**src/hdl/rth_pkg.sv**
```systemverilog
`timescale 1ns / 1ps

package rth_pkg;

  localparam int CHAN_W  = 8;
  localparam int SUM_W   = CHAN_W + 1;
  localparam int NUM_W   = CHAN_W;
  localparam int DEN_W   = CHAN_W + 1;
  localparam int HUE_W   = 15;
  localparam int SAT_W   = 16;
  localparam int LIGHT_W = 16;

  // divider: one initial compare plus DIV_STEPS restoring steps per stage
  localparam int DIV_STAGES = 4;
  localparam int DIV_STEPS  = 4;
  localparam int QUO_W      = 1 + DIV_STAGES * DIV_STEPS;

  // hue in sixth-sector units, wrapped and unwrapped
  localparam int HSIX_W = 20;
  localparam int HWRAP_W = 19;
  localparam int HPROD_W = 23;

  localparam logic [SUM_W-1:0]   HALF_SUM    = SUM_W'(256);
  localparam logic [SUM_W:0]     TWO_SUM     = (SUM_W + 1)'(512);
  localparam logic [HSIX_W-1:0]  SECTOR_GRN  = HSIX_W'(20'h20000);
  localparam logic [HSIX_W-1:0]  SECTOR_BLU  = HSIX_W'(20'h40000);
  localparam logic [HSIX_W-1:0]  FULL_CIRCLE = HSIX_W'(20'h60000);
  localparam logic [HPROD_W-1:0] HUE_MUL     = HPROD_W'(15);
  localparam int                 HUE_SHIFT   = 8;

  // pipeline stage indexes
  localparam int ST_FRONT = 0;
  localparam int ST_DIV0  = 1;
  localparam int ST_BACK  = ST_DIV0 + DIV_STAGES;
  localparam int ST_NUM   = ST_BACK + 2;

  typedef logic [CHAN_W-1:0] chan_t;

  typedef enum logic [1:0] {
    SEC_RED,
    SEC_GREEN,
    SEC_BLUE
  } sector_t;

  typedef struct packed {
    sector_t              sector;
    logic                 neg;
    logic                 gray;
    logic [LIGHT_W-1:0]   light;
  } side_t;

  typedef struct packed {
    logic [NUM_W-1:0] sat_num;
    logic [DEN_W-1:0] sat_den;
    logic [NUM_W-1:0] hue_num;
    logic [DEN_W-1:0] hue_den;
    side_t            side;
  } front_t;

endpackage

```
**src/hdl/rth_pix_if.sv**
```systemverilog
`timescale 1ns / 1ps

interface rth_pix_if;
  logic           valid;
  logic           ready;
  rth_pkg::chan_t red;
  rth_pkg::chan_t green;
  rth_pkg::chan_t blue;

  modport source (output valid, output red, output green, output blue, input ready);
  modport sink   (input valid, input red, input green, input blue, output ready);
endinterface

```
**src/hdl/rth_hsl_if.sv**
```systemverilog
`timescale 1ns / 1ps

interface rth_hsl_if;
  logic                          valid;
  logic                          ready;
  logic [rth_pkg::HUE_W-1:0]     hue;
  logic [rth_pkg::SAT_W-1:0]     saturation;
  logic [rth_pkg::LIGHT_W-1:0]   lightness;

  modport source (output valid, output hue, output saturation, output lightness,
                  input ready);
  modport sink   (input valid, input hue, input saturation, input lightness,
                  output ready);
endinterface

```
**src/hdl/rth_front.sv**
```systemverilog
`timescale 1ns / 1ps

module rth_front (
  input  logic            clk,
  input  logic            en,
  input  rth_pkg::chan_t  red,
  input  rth_pkg::chan_t  green,
  input  rth_pkg::chan_t  blue,
  output rth_pkg::front_t fr_r
);
  import rth_pkg::*;

  chan_t              lo, hi, chroma, pa, pb;
  logic [SUM_W-1:0]   sum;
  logic [SUM_W:0]     inv;
  sector_t            sector;
  front_t             fr_nxt;

  always_comb begin
    lo = red;
    hi = red;
    if (green < lo) lo = green;
    if (blue < lo)  lo = blue;
    if (green > hi) hi = green;
    if (blue > hi)  hi = blue;

    chroma = hi - lo;
    sum    = {1'b0, lo} + {1'b0, hi};
    inv    = TWO_SUM - {1'b0, sum};

    // max channel, red wins ties, then green
    if (red == hi) begin
      sector = SEC_RED;
      pa = green;
      pb = blue;
    end else if (green == hi) begin
      sector = SEC_GREEN;
      pa = blue;
      pb = red;
    end else begin
      sector = SEC_BLUE;
      pa = red;
      pb = green;
    end

    fr_nxt.sat_num     = chroma;
    fr_nxt.sat_den     = (sum < HALF_SUM) ? sum : inv[DEN_W-1:0];
    fr_nxt.hue_num     = (pa < pb) ? (pb - pa) : (pa - pb);
    fr_nxt.hue_den     = {1'b0, chroma};
    fr_nxt.side.sector = sector;
    fr_nxt.side.neg    = (pa < pb);
    fr_nxt.side.gray   = (lo == hi);
    fr_nxt.side.light  = LIGHT_W'({sum, 7'd0});
  end

  always_ff @(posedge clk) begin
    if (en) begin
      fr_r <= fr_nxt;
    end
  end

endmodule

```
**src/hdl/rth_div.sv**
```systemverilog
`timescale 1ns / 1ps

module rth_div (
  input  logic                                clk,
  input  logic [rth_pkg::DIV_STAGES-1:0]      en,
  input  logic [rth_pkg::NUM_W-1:0]           num,
  input  logic [rth_pkg::DEN_W-1:0]           den,
  output logic [rth_pkg::QUO_W-1:0]           quo
);
  import rth_pkg::*;

  // quotient of num * 2^(QUO_W-1) / den, num <= den
  typedef struct packed {
    logic [DEN_W-1:0] rem;
    logic [QUO_W-1:0] quo;
  } div_t;

  div_t             st_r   [DIV_STAGES];
  div_t             st_nxt [DIV_STAGES];
  logic [DEN_W-1:0] den_r  [DIV_STAGES-1];
  logic [DEN_W-1:0] x0;
  logic             b0;
  div_t             acc;

  function automatic div_t div_step(div_t a, logic [DEN_W-1:0] d);
    logic [DEN_W:0] t;
    logic           bit_q;
    div_t           r;
    t      = {a.rem, 1'b0};
    bit_q  = (t >= {1'b0, d});
    r.quo  = {a.quo[QUO_W-2:0], bit_q};
    r.rem  = bit_q ? DEN_W'(t - {1'b0, d}) : t[DEN_W-1:0];
    return r;
  endfunction

  always_comb begin
    // leading quotient bit, set only when num equals den
    x0      = {1'b0, num};
    b0      = (x0 >= den);
    acc.rem = b0 ? (x0 - den) : x0;
    acc.quo = QUO_W'(b0);
    for (int j = 0; j < DIV_STEPS; j++) begin
      acc = div_step(acc, den);
    end
    st_nxt[0] = acc;
    for (int k = 1; k < DIV_STAGES; k++) begin
      acc = st_r[k-1];
      for (int j = 0; j < DIV_STEPS; j++) begin
        acc = div_step(acc, den_r[k-1]);
      end
      st_nxt[k] = acc;
    end
  end

  always_ff @(posedge clk) begin
    if (en[0]) begin
      st_r[0]  <= st_nxt[0];
      den_r[0] <= den;
    end
    for (int k = 1; k < DIV_STAGES; k++) begin
      if (en[k]) begin
        st_r[k] <= st_nxt[k];
        if (k < DIV_STAGES - 1) begin
          den_r[k] <= den_r[k-1];
        end
      end
    end
  end

  assign quo = st_r[DIV_STAGES-1].quo;

endmodule

```
**src/hdl/rth_back.sv**
```systemverilog
`timescale 1ns / 1ps

module rth_back (
  input  logic                          clk,
  input  logic [1:0]                    en,
  input  logic [rth_pkg::QUO_W-1:0]     hue_quo,
  input  logic [rth_pkg::QUO_W-1:0]     sat_quo,
  input  rth_pkg::side_t                side,
  output logic [rth_pkg::HUE_W-1:0]     hue_r,
  output logic [rth_pkg::SAT_W-1:0]     sat_r,
  output logic [rth_pkg::LIGHT_W-1:0]   light_r
);
  import rth_pkg::*;

  logic [HSIX_W-1:0]  offset;
  logic [HSIX_W-1:0]  hsix;
  logic [HSIX_W-1:0]  hwrap;
  logic [HWRAP_W-1:0] hw_nxt, hw_r;
  logic [SAT_W-1:0]   sm_nxt, sm_r;
  logic [LIGHT_W-1:0] lm_r;
  logic [HPROD_W-1:0] prod;

  always_comb begin
    unique case (side.sector)
      SEC_GREEN: offset = SECTOR_GRN;
      SEC_BLUE:  offset = SECTOR_BLU;
      default:   offset = '0;
    endcase
    hsix   = side.neg ? (offset - HSIX_W'(hue_quo)) : (offset + HSIX_W'(hue_quo));
    hwrap  = hsix[HSIX_W-1] ? (hsix + FULL_CIRCLE) : hsix;
    hw_nxt = side.gray ? '0 : hwrap[HWRAP_W-1:0];
    if (side.gray) begin
      sm_nxt = '0;
    end else if (sat_quo[QUO_W-1]) begin
      sm_nxt = '1;
    end else begin
      sm_nxt = sat_quo[SAT_W-1:0];
    end
  end

  assign prod = HPROD_W'(hw_r) * HUE_MUL;

  always_ff @(posedge clk) begin
    if (en[0]) begin
      hw_r <= hw_nxt;
      sm_r <= sm_nxt;
      lm_r <= side.light;
    end
    if (en[1]) begin
      hue_r   <= prod[HUE_SHIFT +: HUE_W];
      sat_r   <= sm_r;
      light_r <= lm_r;
    end
  end

endmodule

```
**src/hdl/rgb_to_hsl_fixed.sv**
```systemverilog
`timescale 1ns / 1ps

// channel   dir   handshake              beat
// in_pix    in    valid / ready          red, green, blue (8 bits each)
// out_hsl   out   valid / ready          hue (15), saturation (16), lightness (16)
//
// one pixel per clock sustained while out_hsl is ready, in order from input beat to output beat
// the two 17-bit restoring dividers are built as 4 stages of 4 steps
// synchronous active-low reset clears the stage valid bits only
// each stage moves when it is empty or the next one moves, so bubbles are
// squeezed out and a stalled output holds every stage without loss

module rgb_to_hsl_fixed (
  input  logic clk,
  input  logic rst_n,
  rth_pix_if.sink   in_pix,
  rth_hsl_if.source out_hsl
);
  import rth_pkg::*;

  logic [ST_NUM-1:0] vld_r;    // one valid bit per pipeline stage
  logic [ST_NUM-1:0] en;       // stage load enables
  front_t            fr_r;     // divider operands and side info from the min/max sort
  side_t             side_r [DIV_STAGES];
  logic [QUO_W-1:0]  hue_quo;
  logic [QUO_W-1:0]  sat_quo;

  // ready ripples back from the output: a stage loads if empty or draining
  always_comb begin
    en[ST_NUM-1] = !vld_r[ST_NUM-1] || out_hsl.ready;
    for (int i = ST_NUM - 2; i >= 0; i--) begin
      en[i] = !vld_r[i] || en[i+1];
    end
  end

  assign in_pix.ready = en[ST_FRONT];
  assign out_hsl.valid = vld_r[ST_NUM-1];

  always_ff @(posedge clk) begin
    if (!rst_n) begin
      vld_r <= '0;
    end else begin
      if (en[0]) begin
        vld_r[0] <= in_pix.valid;
      end
      for (int i = 1; i < ST_NUM; i++) begin
        if (en[i]) begin
          vld_r[i] <= vld_r[i-1];
        end
      end
    end
  end

  // stage 0: channel sort, sector pick, divider operands
  rth_front u_front (
    .clk   (clk),
    .en    (en[ST_FRONT]),
    .red   (in_pix.red),
    .green (in_pix.green),
    .blue  (in_pix.blue),
    .fr_r  (fr_r)
  );

  // stages 1..4: hue term |diff| * 65536 / chroma
  rth_div u_div_hue (
    .clk (clk),
    .en  (en[ST_DIV0 +: DIV_STAGES]),
    .num (fr_r.hue_num),
    .den (fr_r.hue_den),
    .quo (hue_quo)
  );

  // stages 1..4: saturation chroma * 65536 / (sum or 512 - sum)
  rth_div u_div_sat (
    .clk (clk),
    .en  (en[ST_DIV0 +: DIV_STAGES]),
    .num (fr_r.sat_num),
    .den (fr_r.sat_den),
    .quo (sat_quo)
  );

  // sector, sign, gray flag and lightness ride alongside the dividers
  always_ff @(posedge clk) begin
    if (en[ST_DIV0]) begin
      side_r[0] <= fr_r.side;
    end
    for (int k = 1; k < DIV_STAGES; k++) begin
      if (en[ST_DIV0 + k]) begin
        side_r[k] <= side_r[k-1];
      end
    end
  end

  // stage 5: sign, sector offset, wrap, saturate; stage 6: scale to 1/64 degree
  rth_back u_back (
    .clk     (clk),
    .en      (en[ST_BACK +: 2]),
    .hue_quo (hue_quo),
    .sat_quo (sat_quo),
    .side    (side_r[DIV_STAGES-1]),
    .hue_r   (out_hsl.hue),
    .sat_r   (out_hsl.saturation),
    .light_r (out_hsl.lightness)
  );

endmodule

```
**src/flat_wrapper.sv**
```systemverilog
// flat-port wrapper written by rule: the top's interface ports become plain ports
module rgb_to_hsl_fixed_flat import rth_pkg::*;
  (clk, rst_n, in_pix_valid, in_pix_red, in_pix_green, in_pix_blue, in_pix_ready, out_hsl_valid, out_hsl_hue, out_hsl_saturation, out_hsl_lightness, out_hsl_ready);
  rth_pix_if in_pix_i ();
  rth_hsl_if out_hsl_i ();
  input  logic clk;
  input  logic rst_n;
  input wire logic [$bits(in_pix_i.valid)-1:0] in_pix_valid;
  input wire logic [$bits(in_pix_i.red)-1:0] in_pix_red;
  input wire logic [$bits(in_pix_i.green)-1:0] in_pix_green;
  input wire logic [$bits(in_pix_i.blue)-1:0] in_pix_blue;
  output wire logic [$bits(in_pix_i.ready)-1:0] in_pix_ready;
  output wire logic [$bits(out_hsl_i.valid)-1:0] out_hsl_valid;
  output wire logic [$bits(out_hsl_i.hue)-1:0] out_hsl_hue;
  output wire logic [$bits(out_hsl_i.saturation)-1:0] out_hsl_saturation;
  output wire logic [$bits(out_hsl_i.lightness)-1:0] out_hsl_lightness;
  input wire logic [$bits(out_hsl_i.ready)-1:0] out_hsl_ready;
  assign in_pix_i.valid = in_pix_valid;
  assign in_pix_i.red = in_pix_red;
  assign in_pix_i.green = in_pix_green;
  assign in_pix_i.blue = in_pix_blue;
  assign in_pix_ready = in_pix_i.ready;
  assign out_hsl_valid = out_hsl_i.valid;
  assign out_hsl_hue = out_hsl_i.hue;
  assign out_hsl_saturation = out_hsl_i.saturation;
  assign out_hsl_lightness = out_hsl_i.lightness;
  assign out_hsl_i.ready = out_hsl_ready;
  rgb_to_hsl_fixed u_core (.clk(clk), .rst_n(rst_n), .in_pix(in_pix_i), .out_hsl(out_hsl_i));
endmodule
```
**config.mk**
```make
export PLATFORM = sky130hd
export DESIGN_NAME = rgb_to_hsl_fixed_flat
export DESIGN_NICKNAME = d
export VERILOG_FILES = /design/src/hdl/rth_pkg.sv /design/src/hdl/rth_pix_if.sv /design/src/hdl/rth_hsl_if.sv /design/src/hdl/rth_front.sv /design/src/hdl/rth_div.sv /design/src/hdl/rth_back.sv /design/src/hdl/rgb_to_hsl_fixed.sv /design/src/flat_wrapper.sv
export SDC_FILE = /design/constraint.sdc
export NUM_CORES = 1
export LEC_CHECK = 0
export BUFFER_PORTS_ARGS = -buffer_cell sky130_fd_sc_hd__buf_2
export CORE_ASPECT_RATIO = 1.25
export CORE_UTILIZATION = 65
export DETAILED_ROUTE_END_ITERATION = 8
export PLACE_DENSITY = 0.82
export SYNTH_ARGS = -nofsm -noshare
export SYNTH_HDL_FRONTEND = slang
export SYNTH_SLANG_ARGS = --single-unit
export TNS_END_PERCENT = 20
```
**constraint.sdc**
```tcl
create_clock -name clk -period 26.6 [get_ports clk]
set_input_delay 5.32 -clock clk [delete_from_list [all_inputs] [get_ports clk]]
set_output_delay 5.32 -clock clk [all_outputs]
set_load 0.02 [all_outputs]
```
Word-level counts from Yosys, hierarchy flattened
Memories as Yosys holds them, arrays and structs flattened.
Cells that the tools add are included.
{"block": "op_classes", "n_addsub": 42, "n_mul": 1, "magnitude_cmp": 40, "n_eq_ne": 5, "mux": 57, "reduce_logical": 14}
{"cell": "9-bit 2-to-1 mux", "count": 35}
{"cell": "10-bit by 9-bit >= comparator with 1-bit output", "count": 28}
{"cell": "9-bit subtractor", "count": 28}
{"cell": "8-bit 2-to-1 mux", "count": 9}
{"cell": "10-bit by 8-bit >= comparator with 1-bit output", "count": 4}
{"cell": "19-bit one-hot mux with 2 select lines", "count": 1}
{"cell": "9-bit by 8-bit subtractor with 9-bit output", "count": 4}
{"cell": "8-bit == test", "count": 3}
{"cell": "8-bit less-than comparator", "count": 3}
{"cell": "8-bit subtractor", "count": 3}
{"cell": "19-bit by 4-bit multiplier with 23-bit output, second input constant", "count": 1}
{"cell": "20-bit by 17-bit adder with 20-bit output", "count": 1}
{"cell": "20-bit 2-to-1 mux", "count": 1}
{"cell": "19-bit by 17-bit subtractor with 20-bit output", "count": 1}
{"cell": "19-bit adder, second input constant", "count": 1}
{"cell": "19-bit 2-to-1 mux", "count": 1}
{"cell": "8-bit greater-than comparator", "count": 2}
{"cell": "16-bit 2-to-1 mux", "count": 1}
{"cell": "8-bit by 8-bit adder with 9-bit output", "count": 1}
{"cell": "8-bit by 9-bit >= comparator with 1-bit output", "count": 1}
{"cell": "9-bit less-than comparator, second input constant", "count": 1}
{"cell": "1-bit by 9-bit subtractor with 9-bit output, first input constant", "count": 1}
{"cell": "8-bit by 8-bit subtractor with 9-bit output", "count": 1}
{"cell": "8-bit by 9-bit subtractor with 9-bit output", "count": 1}
{"cell": "other kinds (7)", "count": 26}
{"block": "word_totals", "ff_bits": 143, "ram_bits": 342, "inputBits": 28, "output_inout_bits": 49, "memories": 5}
{"memory": "u_core.u_div_hue.st_r", "depth": 4, "width": 26, "read_ports": 4, "rd_clocked_by_memory_dff": 0, "write_ports": 4, "line_no": "rth_div.sv:18", "source": "div_t st_r [DIV_STAGES];"}
{"memory": "u_core.u_div_sat.st_r", "depth": 4, "width": 26, "read_ports": 4, "rd_clocked_by_memory_dff": 0, "write_ports": 4, "line_no": "rth_div.sv:18"}
{"memory": "u_core.side_r", "depth": 4, "width": 20, "read_ports": 4, "rd_clocked_by_memory_dff": 0, "write_ports": 4, "line_no": "rgb_to_hsl_fixed.sv:24", "source": "side_t side_r [DIV_STAGES];"}
{"memory": "u_core.u_div_hue.den_r", "depth": 3, "width": 9, "read_ports": 3, "rd_clocked_by_memory_dff": 0, "write_ports": 3, "line_no": "rth_div.sv:20", "source": "logic [DEN_W-1:0] den_r [DIV_STAGES-1];"}
{"memory": "u_core.u_div_sat.den_r", "depth": 3, "width": 9, "read_ports": 3, "rd_clocked_by_memory_dff": 0, "write_ports": 3, "line_no": "rth_div.sv:20"}

Logic depth before layout (Yosys ltp)
{"block": "depth", "depth_word": 10, "mapped_depth": 52, "mapped_depth_nobuf": 48}

Cells and area by module
A second synthesis with hierarchy kept.
{"block": "hier_totals", "hier_cells": 3294, "hier_area_um2": 33721.1}
{"mod": "rth_div (u_core.u_div_hue)", "instances": 1, "cells_per_inst": 1088, "area_per_inst_um2": 10367.4, "seq_area_each_um2": 2942.8}
{"mod": "rth_div (u_core.u_div_sat)", "instances": 1, "cells_per_inst": 1069, "area_per_inst_um2": 10276.1, "seq_area_each_um2": 2942.8}
{"mod": "rth_back", "instances": 1, "cells_per_inst": 488, "area_per_inst_um2": 5845.6, "seq_area_each_um2": 2942.8}
{"mod": "rth_front", "instances": 1, "cells_per_inst": 538, "area_per_inst_um2": 4540.6, "seq_area_each_um2": 1081.0}
{"mod": "rgb_to_hsl_fixed", "instances": 1, "cells_per_inst": 111, "area_per_inst_um2": 2691.3, "seq_area_each_um2": 2542.4}

Worst setup path before layout
OpenSTA, ideal clock, no wires.
{"block": "synth_timing", "path_kind": "input-to-output", "start": "input port out_hsl_ready", "end": "output port in_pix_ready", "arrival_time_ns": 6.893, "slack_ns": 14.387, "cell_stages": 5, "n_path_buf": 0, "path_cell_list": "nor2b_1 and3_1 and2_1 and3_1 nand2_1"}
{"block": "synth_between", "elab_chain_cells": 7}
{"element": "start: declaration", "line_no": "flat_wrapper.sv:17", "source": "input wire logic [$bits(out_hsl_i.ready)-1:0] out_hsl_ready;"}
{"element": "1-bit logical OR", "line_no": "rgb_to_hsl_fixed.sv:30", "source": "en[ST_NUM-1] = !vld_r[ST_NUM-1] || out_hsl.ready;"}
{"element": "1-bit logical OR (6 in series)", "line_no": "rgb_to_hsl_fixed.sv:32", "source": "en[i] = !vld_r[i] || en[i+1];"}
{"element": "end: declaration", "line_no": "flat_wrapper.sv:12", "source": "output wire logic [$bits(in_pix_i.ready)-1:0] in_pix_ready;"}
Every way passes these cells.

Worst setup path in the final report
Same ends and word-level chain as after synthesis.

==> results_dict.tcl <==
set metrics [dict create \
    hpwl_mm 53.7 \
    worstSkewPairLatency_ns 0.55 \
    synth_edf_count 359 \
    synth_mux_area_share_pct 6.67 \
    reg2reg_setup_slack_ns 14.28 \
    synth_cell_types 93 \
    ys_async_sr_fraction_pct 0 \
    fp.coreArea_um2 45300 \
    path_buf_inv 3 \
    clock_path_buffers 3 \
    utilization_pct 70.8 \
    synth-simple-area-share_pct 11.5 \
    synth_seq_cells 366 \
    syn_inst 2960 \
    port_buffers 69 \
    finalCriticalPeriod_ns 12.39 \
    synthXorXnorAreaFrac_pct 6.75 \
    syn_area_um2 30000 \
    path_class "input pin to output port" \
    maxSlewViolCount 0 \
    syn_area_per_cell_um2 10.1 \
    die_w_um 194 \
    grt_pass1_wl_mm 111 \
    crit_path_max_fanout 37 \
    start_util_pct 66.1 \
    vias 22573 \
    fin_skew_ns 0.0131 \
    arrival_ns 7.07 \
    antenna_found_initial 0 \
    cts.clk_slew.worst_paths_ns 0.07 \
    end_kind "output port" \
    synth_top_cell_area_share_pct 36.0 \
    drc_errors 0 \
    ctsResizeCount 0 \
    syn_to_final_growth_pct 7.11 \
    maxSlewHeadroom_pct 19.7 \
    fillers 3227 \
    cts_tree "done" \
    crit_chain "buf_2 -> nor2b_1 -> and3_1 -> and2_1 -> and3_1 -> nand2_2 -> buf_4 -> buf_2" \
    fin_nets 3441 \
    cp_top_family "simple AND/OR/NAND/NOR gates" \
    seq_area_frac_synth_pct 36.5 \
    rows 87 \
    cts_setup_buffers 0 \
    cp-start-kind "input pin" \
    die_y_um 242 \
    grt_pass1_vias 23165 \
    rsz0062_at_grt "no" \
    holdCritPathClass "register to register" \
    period_share_pct 46.6 \
    ant_nets 0 \
    grtUsageTotal_pct 28.9 \
    cts_hold_buf 0 \
    gp_congestion 0.942 \
    vias_per_cell 6.22 \
    outcome "completed" \
    htreeDepth 2 \
    grt_max_degree 69 \
    ios 77 \
    synth-adder-area-share_pct 17.6 \
    cts_made_buffers 37 \
    setup_viol 0 \
    multi_input_area_um2 18000 \
    synth_top_cells_by_area "edfxtp_1, ha_1, xnor2_1" \
    dr.pass1.iters 5 \
    finalSetupTns_ns 0 \
    synth_compound_area_share_pct 17.3 \
    yosysTopAreaCell "edfxtp_1" \
    synthFlopType "edfxtp_1" \
    maxCapViolCount 0 \
    drt-initial-drc-count 1219 \
    globalRoute.totalOverflow 0 \
    layout-drive-gt1-share_pct 10.0 \
    tightest_slew_ns 1.20 \
    critPathSlowestCell "and3_1" \
    wirelength_mm 68.4 \
    crit_path_max_incr_delay_ns 0.28 \
    yosys_warnings 0 \
    fmax_ghz 0.0807 \
    synth_top_family_by_area "adder cells" \
    wl_per_cell_um 18.9 \
    seq_area_um2 10900 \
    root_buffer "clkbuf_16" \
    hold_violations 0 \
    n_antenna_cell 0 \
    die_area_um2 46900 \
    numClockSinks 366 \
    worstPathRequired_ns 21.28 \
]
final timing paths:
kind | from | end | cells after the start
min | u_core.u_div_hue.st_r[2][3] | u_core.u_div_hue.st_r[3][7] | 0
max reg2reg | u_core.u_front.fr_r[46] | u_core.u_div_sat.st_r[0][20] | 43
max | out_hsl_ready | in_pix_ready | 8
min reg2reg | u_core.u_div_hue.st_r[2][3] | u_core.u_div_hue.st_r[3][7] | 0
routing by layer:
metal	vias up	track usage, %	part of all wire, %
met3	224	3.40	3.7
met5	-	0	0
met4	0	16.7	5.7
met1	10748	31.1	38
li1	10955	-	-
met2	646	54.2	52
cells in the final DEF (no fill, tap or decap), types with 98 or more instances in the layout:
cell type | Yosys | final
a21o_1 | 135 | 135
a21oi_1 | 230 | 230
o21ai_0 | 142 | 142
mux2_2 | 98 | 98
ha_1 | 345 | 345
edfxtp_1 | 359 | 359
xnor2_1 | 147 | 147
nand2_1 | 121 | 118
inv_1 | 207 | 204
nor2_1 | 279 | 279
sequential cells by signal, summed over array words and instances (netlist names):
register and flops:
u_core.u_div_hue.st_r 71, u_core.vld_r 7, u_core.u_back.hw_r 19, u_core.u_div_hue.den_r 21, u_core.u_front.fr_r 36, u_core.u_back.hue_r 15
u_core.u_back.light_r 9, u_core.u_div_sat.den_r 27, u_core.u_back.sm_r 16, u_core.u_back.lm_r 9, u_core.u_back.sat_r 16, u_core.side_r 49
u_core.u_div_sat.st_r 71
cell families after synthesis:
group / after synthesis
buffers and inverters: 283
flip-flops: 366
XOR/XNOR: 231
adder cells (fa/ha/maj): 393
AND/OR/NAND/NOR: 710
other: 1
multiplexers: 181
AO/OA/AOI/OAI: 795
through the flow:
stage | hold slack (ns) | worst slack [ns] | std cells | instance area [um2]
2_1_floorplan | 0.400 | 14.39 | 2966 | 30000
3_3_place_gp | 0.402 | 14.07 | 3559 | 30900
3_5_place_dp | 0.405 | 13.95 | 3559 | 30900
4_1_cts | 0.413 | 14.21 | 3627 | 32100
5_1_grt | 0.409 | 13.62 | 3627 | 32100
6_report | 0.414 | 14.21 | 3627 | 32100
synth_stat cells (49+ instances only):
master / number
mux2i_1: 55
mux2_2: 98
nand2b_1: 51
xor2_1: 84
o21ai_0: 142
a21oi_1: 230
nor2b_1: 51
nor3_1: 49
a21o_1: 135
clkbuf_1: 52
o21a_1: 54
edfxtp_1: 359
ha_1: 345
inv_1: 207
nor2_1: 279
nand2_1: 121
xnor2_1: 147
layout make-up:
class,count,area share [%]
inverter,213,2.50
sequential,366,34.0
clock buffer,44,3.07
timing repair buffer,85,1.45
tap,578,2.25
clock inverter,24,0.698
multi-input combinational,2317,56.0
worst reg2reg max path: cells and delay by family (launching register included):
kind | cells | cell delay (ns)
simple gates | 9 | 1.62
mux | 3 | 1.15
buf+inv | 6 | 1.17
compound gates | 20 | 6.10
fa+ha+maj | 5 | 1.66
flops | 1 | 0.37
Power is not shown: default switching activity piles up to over one toggle a cycle in this logic, so the estimate is an artifact.
